$ cat src/hw/rtl/ffe_pkg.sv
// Shared definitions for the fire effect frame engine: item function codes,
// the command word from the controller to the datapath and the colour ramp
// thresholds. No dependencies.
package ffe_pkg;

    localparam logic [1:0] FUNC_SEED    = 2'd0;
    localparam logic [1:0] FUNC_ADVANCE = 2'd1;
    localparam logic [1:0] FUNC_READ    = 2'd2;

    localparam logic [7:0] HEAT_LOW  = 8'd64;
    localparam logic [7:0] HEAT_MID  = 8'd128;
    localparam logic [7:0] HEAT_HIGH = 8'd192;
    localparam logic [8:0] COLOUR_ONE = 9'd256;
    // floor(x / 3) == (x * 683) >> 11 for every x below 2048.
    localparam logic [10:0] THIRD_RECIP = 11'd683;
    localparam int          THIRD_SHIFT = 11;

    localparam logic [7:0] DECAY_RESET = 8'd2;

    typedef enum logic [2:0] {
        CMD_NONE,
        CMD_CLEAR,
        CMD_SEED,
        CMD_READ,
        CMD_ADV
    } cmd_kind_t;

    typedef struct packed {
        cmd_kind_t kind;
        logic      p_load;
        logic      out_load;
    } cmd_t;

endpackage

$ cat src/hw/rtl/ffe_ctrl.sv
// Controller of the fire effect frame engine: the sequencer for the clearing
// pass and the frame advance, and the valid bits of the result pipeline.
// Depends on ffe_pkg.
module ffe_ctrl #(
    parameter int GRID_WIDTH  = 64,
    parameter int GRID_HEIGHT = 64,
    parameter int AW          = 12,
    parameter int CW          = 6
) (
    input  logic              aclk,
    input  logic              aresetn,
    input  logic              s_tvalid,
    output logic              s_tready,
    input  logic [1:0]        func,
    output logic              m_tvalid,
    input  logic              m_tready,
    output ffe_pkg::cmd_t     cmd,
    output logic [AW-1:0]     cmd_addr,
    output logic [CW-1:0]     cmd_col
);
    import ffe_pkg::*;

    localparam int CELL_COUNT = GRID_WIDTH * GRID_HEIGHT;
    localparam logic [AW-1:0] LAST_CELL = AW'(CELL_COUNT - 1);
    localparam logic [AW-1:0] LAST_ADV  = AW'((GRID_HEIGHT - 1) * GRID_WIDTH - 1);
    localparam logic [CW-1:0] LAST_COL  = CW'(GRID_WIDTH - 1);

    typedef enum logic [1:0] {
        ST_CLEAR,
        ST_IDLE,
        ST_ADV,
        ST_DRAIN
    } state_t;

    state_t        state_reg, state_next;
    logic [AW-1:0] addr_reg, addr_next;
    logic [CW-1:0] col_reg, col_next;
    logic          p_valid_reg, p_valid_next;
    logic          m_valid_reg, m_valid_next;
    logic          out_free;
    logic          out_load;
    logic          accept;

    assign out_free = !m_valid_reg || m_tready;
    assign out_load = p_valid_reg && out_free;
    assign s_tready = (state_reg == ST_IDLE) && (!p_valid_reg || out_free);
    assign accept   = s_tvalid && s_tready;
    assign m_tvalid = m_valid_reg;
    assign cmd_addr = addr_reg;
    assign cmd_col  = col_reg;

    always_comb begin
        cmd.p_load   = accept;
        cmd.out_load = out_load;
        cmd.kind     = CMD_NONE;
        unique case (state_reg)
            ST_CLEAR: cmd.kind = CMD_CLEAR;
            ST_ADV:   cmd.kind = CMD_ADV;
            ST_IDLE: begin
                if (accept && func == FUNC_SEED) begin
                    cmd.kind = CMD_SEED;
                end else if (accept && func == FUNC_READ) begin
                    cmd.kind = CMD_READ;
                end
            end
            default:  cmd.kind = CMD_NONE;
        endcase
    end

    always_comb begin
        state_next = state_reg;
        addr_next  = addr_reg;
        col_next   = col_reg;
        unique case (state_reg)
            ST_CLEAR: begin
                addr_next = addr_reg + AW'(1);
                if (addr_reg == LAST_CELL) begin
                    addr_next  = '0;
                    state_next = ST_IDLE;
                end
            end
            ST_IDLE: begin
                if (accept && func == FUNC_ADVANCE) begin
                    addr_next  = '0;
                    col_next   = '0;
                    state_next = ST_ADV;
                end
            end
            ST_ADV: begin
                addr_next = addr_reg + AW'(1);
                col_next  = (col_reg == LAST_COL) ? '0 : col_reg + CW'(1);
                if (addr_reg == LAST_ADV) begin
                    state_next = ST_DRAIN;
                end
            end
            default: state_next = ST_IDLE;
        endcase

        p_valid_next = p_valid_reg;
        if (accept) begin
            p_valid_next = 1'b1;
        end else if (out_load) begin
            p_valid_next = 1'b0;
        end
        m_valid_next = m_valid_reg;
        if (out_load) begin
            m_valid_next = 1'b1;
        end else if (m_tready) begin
            m_valid_next = 1'b0;
        end
    end

    always_ff @(posedge aclk) begin
        if (!aresetn) begin
            state_reg   <= ST_CLEAR;
            addr_reg    <= '0;
            col_reg     <= '0;
            p_valid_reg <= 1'b0;
            m_valid_reg <= 1'b0;
        end else begin
            state_reg   <= state_next;
            addr_reg    <= addr_next;
            col_reg     <= col_next;
            p_valid_reg <= p_valid_next;
            m_valid_reg <= m_valid_next;
        end
    end

    a_adv_starts: assert property (@(posedge aclk) disable iff (!aresetn)
        (accept && func == FUNC_ADVANCE) |=> (state_reg == ST_ADV && !s_tready))
        else $error("advance item did not start the frame sweep");

    a_drain_after_adv: assert property (@(posedge aclk) disable iff (!aresetn)
        (state_reg == ST_DRAIN) |-> $past(state_reg == ST_ADV && addr_reg == LAST_ADV))
        else $error("drain entered without finishing the sweep");

    a_pending_moves: assert property (@(posedge aclk) disable iff (!aresetn)
        (p_valid_reg && !m_valid_reg) |=> m_valid_reg)
        else $error("pending result not moved to the output register");

endmodule

$ cat config.mk
export PLATFORM = sky130hd
export DESIGN_NAME = ffe_ctrl
export DESIGN_NICKNAME = d
export VERILOG_FILES = /design/src/hw/rtl/ffe_pkg.sv /design/src/hw/rtl/ffe_ctrl.sv
export SDC_FILE = /design/constraint.sdc
export NUM_CORES = 1
export LEC_CHECK = 0
export ABC_AREA = 1
export BUFFER_PORTS_ARGS = -buffer_cell sky130_fd_sc_hd__buf_2
export CAP_MARGIN = 20
export CORE_UTILIZATION = 47
export DETAILED_ROUTE_END_ITERATION = 6
export GPL_TIMING_DRIVEN = 0
export PLACE_DENSITY_LB_ADDON = 0.12
export SLEW_MARGIN = 20
export SYNTH_ARGS = -nofsm -noshare
export SYNTH_HDL_FRONTEND = slang
export SYNTH_SLANG_ARGS = --single-unit
export TNS_END_PERCENT = 100
$ cat constraint.sdc
create_clock -name aclk -period 1.5 [get_ports aclk]
set_clock_uncertainty 0.1 [all_clocks]
set_input_delay 0.15 -clock aclk [delete_from_list [all_inputs] [get_ports aclk]]
set_output_delay 0.15 -clock aclk [all_outputs]
set_load 0.03 [all_outputs]
== After elaboration in Yosys (flattened, before gate mapping) ==
Cells that the tools add are included.
Storage, ports and cells
  bits in registers: 22
  input bits: 6
  output and inout port bits: 25
Operators by class
  $add $sub $neg: 2
  equal/unequal tests: 10
  muxes and demuxes: 17
  reductions and logical operators: 19
Operators by type and width (number)
  12-bit one-hot mux with 3 select lines: 1
  12-bit == test (second input constant): 2
  12-bit two-way mux: 2
  12-bit by 1-bit adder with 12-bit output (second input constant): 1
  6-bit two-way mux: 2
  6-bit one-hot mux with 2 select lines: 1
  2-bit two-way mux: 5
  3-bit one-hot mux with 3 select lines: 1
  6-bit by 1-bit adder with 6-bit output (second input constant): 1
  6-bit == test (second input constant): 1
  1-bit logical AND: 6
  2-bit one-hot mux with 3 select lines: 1
  2-bit nonzero test: 3
  2-bit by 1-bit == test with 1-bit output (second input constant): 2
  2-bit == test (second input constant): 2
  2-bit logical NOT: 2
  1-bit two-way mux: 4
  2-bit inequality test (second input constant): 2
  2-bit AND reduction: 2
  3-bit AND reduction: 1
  3-bit nonzero test: 1
  1-bit logical NOT: 2
  1-bit logical OR: 2
  2-bit by 1-bit inequality test with 1-bit output (second input constant): 1

== Longest topological paths before layout ==
  depth in word-level cells: 9
  depth in mapped cells: 9
  gate-level depth less buffers: 9

== Worst setup path before layout ==
Ideal clock, no wire load.
  path kind: register to output
  from: reg state_reg[1]
  to: out cmd[2] in the netlist's numbering
  arrival time: 2197 ps
  data required time: 1250 ps
  setup slack: -947 ps
  stages on the path, launching flop included: 8
  buffers on the path: 0
  cells stage by stage: dfxtp_1 inv_1 ha_1 nand2_1 inv_1 nand2_1 nor3_1 a22o_1
RTL lines
  start: declaration: line ffe_ctrl.sv:35  | state_t state_reg, state_next;
  start signal: assignment: line ffe_ctrl.sv:121  | state_reg <= state_next;
  end: declaration: line ffe_ctrl.sv:17  | output ffe_pkg::cmd_t cmd,

==> impl_metrics.json <==
{
  "outcome": "complete, but fails checks",
  "violations": "setup timing",
  "crit_chain": "inv_4 -> buf_4 -> ha_1 -> a22o_4 -> buf_6",
  "ir_drop_v": 0.00112,
  "drt_iter0_drc": 33,
  "p_clk_share_pct": 11.3,
  "crit_required_ns": 1.25,
  "tritoncts_num_sinks": 22,
  "path_clk_slew_ns": 0.13,
  "relSlewSlack_pct": 84.1,
  "die_h_um": 54.8,
  "post_synth_main_area_contributors": "dfxtp_1 (34%), nand2_1 (13%), inv_1 (9.7%)",
  "numCtsBuffers": 3,
  "yosys_warnings": 0,
  "worstHoldPathCells": 4,
  "nets": 264,
  "routed-wl-met3_um": 113,
  "synth_top_area_share_pct": 33.6,
  "max_freq_ghz": 0.577,
  "grt_max_degree": 13,
  "drv_cap": 0,
  "highest_layer": "met4",
  "via_count": 1471,
  "critPathMaxFanout": 3,
  "core_area_um2": 2540,
  "ant_nets": 0,
  "tightest_slew_ns": 0.238,
  "crit_arrival_ns": 1.48,
  "totalPowerFinal_mw": 2.53,
  "instances_no_fill": 281,
  "ys_ff_latch": 22,
  "wl_per_cell_um": 12.8,
  "cts_root_buf": "clkbuf_4",
  "hpwl_um": 2390,
  "cp_num_cells": 5,
  "gp_congestion": 0.841,
  "p_comb_share_pct": 58.5,
  "seq_area_um2": 460,
  "synth_most_common_cell": "nand2_1",
  "p_int_mw": 1.39,
  "clk_path_buf_depth": 2,
  "finalHoldViolCount": 0,
  "netSwitchingPower_mw": 1.14,
  "drt_first_pass_iters": 4,
  "startpoint_type": "flip-flop",
  "p_seq_share_pct": 30.2,
  "critPathTopFamily": "flip-flops",
  "wl_met1_um": 1530,
  "p_leak_nw": 0.852,
  "io_buffers": 30,
  "io_pins": 31,
  "slowest_stage": "dfxtp_4",
  "die_w_um": 54.8,
  "syn_area_um2": 1310,
  "syn-num-nets": 213,
  "path_class": "reg -> out",
  "finalCriticalPeriod_ns": 1.73,
  "drc": 0,
  "setup_violations": 23,
  "multi_input_area_um2": 918,
  "synth_top_area_cell": "dfxtp_1",
  "ys_seq_area_share_pct": 33.6,
  "p_sw_share_pct": 45.0,
  "critPathMaxStageDelay_ns": 0.39,
  "area_growth_pct": 46.1,
  "placedInstanceArea_um2": 1570,
  "wl_met2_um": 1860,
  "fin_crit_sh_pct": 115,
  "path_buf_inv": 3,
  "drv_slew": 0,
  "largest_register_ff_count": 12,
  "worst_slack_ns": -0.232,
  "vias_per_cell": 5.23,
  "design_area_um2": 1910,
  "placedCellCount": 261,
  "globalRouteOverflowTotal": 0,
  "clk-insertion-delay-late_ns": 0.31,
  "grt.total_usage_pct": 25.4,
  "synthCells": 201,
  "start_util_pct": 51.5,
  "p_per_area_nw_per_um2": 1320,
  "drive_gt1_share_pct": 39.8,
  "drt-total-wl_um": 3590,
  "async_reset_ff_share_pct": 0,
  "grt_pass1_vias": 1313,
  "hold_path.class": "in -> reg",
  "yosysUniqueCellTypes": 25,
  "synth_edf_count": 0,
  "ff2ff_path_depth": 10,
  "antenna_found_initial": 0,
  "fin_util_pct": 75.2,
  "rsz0062_at_grt": "true",
  "ctsHoldBuffers": 0,
  "grt_pass1_wl_um": 5400,
  "fillerInstances": 196,
  "cp-end-kind": "primary output",
  "cts_tree": "built",
  "postSynthAreaPerCell_um2": 6.52,
  "die_area_um2": 3000,
  "synth-main-ff-cell": "dfxtp_1",
  "h-tree-depth": 1,
  "synthTopCellsByCount": "nand2_1 (45), inv_1 (34), nor2_1 (27), dfxtp_1 (22)",
  "antennaDiodeCount": 0,
  "rows": 18,
  "holdWs_ns": 0.0237
}
through the flow:
step	TNS [ns]	setup WS (ns)
4_1_cts	-3.26	-0.217
3_5_place_dp	-2.62	-0.198
5_1_grt	-5.21	-0.309
6_report	-3.36	-0.232
3_3_place_gp	-1.70	-0.149
2_1_floorplan	-0.746	-0.150
repair_timing:
| action | CTS | global route |
|---|---|---|
| gates resized for setup | 20 | 37 |
| pin swaps | 6 | 12 |
| buffers inserted | 9 | 6 |
| setup endpoints to repair | 25 | 25 |
| hold endpoints to repair | 0 | 0 |
| gates cloned | 1 | 1 |
per-layer routing:
metal | track usage [%] | vias up
li1 | - | 742
met1 | 28.4 | 683
met2 | 45.8 | 38
met3 | 3.61 | 8
met4 | 12.8 | 0
met5 | 0 | -
power by group through the flow:
stage                     registers (mW)  clock network (mW)  logic, mW
after CTS                          0.762               0.288       1.16
after detailed placement           0.761                   0      0.983
after global placement             0.752                   0      0.960
after floorplan                    0.843                   0      0.672
final                              0.763               0.285       1.48
after global routing               0.776               0.321       1.58
worst register-to-register path, stage by stage, from the launching register on:
cell and delay (ns):
dfxtp_4 0.38, inv_4 0.06, ha_4 0.14, buf_4 0.11
buf_6 0.09, nand4_4 0.13, a21oi_4 0.27, buf_6 0.16
nor2_1 0.04, nor2_1 0.10, nor2_1 0.05
cell families after synthesis:
family	Yosys count	synth area share, %
compound gates	32	13.6
xor+xnor	1	0.669
fa+ha+maj	6	5.73
buf+inv	39	12.5
flops	22	33.6
simple gates	101	33.9
final timing paths:
path	startpoint	end	slack, ns
max	state_reg[1]$_SDFFE_PN0P_	cmd[2]	-0.23
min	m_tready	m_tvalid$_SDFFE_PN0P_	0.02
max reg2reg	state_reg[1]$_SDFFE_PN0P_	cmd_addr[8]$_SDFFE_PN0P_	-0.23
min reg2reg	p_valid_reg$_SDFFE_PN0P_	m_tvalid$_SDFFE_PN0P_	0.40
area by class of cell:
cell class                 instances  share of cell area (%)
timing repair buffer              46                    15.9
multi-input combinational        141                    48.0
inverter                          34                    6.93
buffer                             4                    1.83
sequential                        22                    24.1
clock buffer                       4                    1.37
tap                               30                    1.96
placed cells by master (no fill, tap or decap), types with 2 or more instances in the layout:
cell       n
inv_1     31
o21ai_0    3
dfxtp_4    4
nand3_2    3
o21ai_1    4
a21oi_2    5
o21ai_2    3
nor2_2     3
nand2_1   36
dfxtp_2    4
clkbuf_4   4
buf_2     28
ha_4       3
nor2_1    24
o21bai_1   2
nand3_1   12
nand2_2    6
a21oi_1   11
buf_6      9
nand2_8    2
inv_4      2
nor3_1     3
nand4_1    4
ha_1       2
dfxtp_1   14
buf_4     12
nand2_4    4
(Power assumes the default switching activity.)
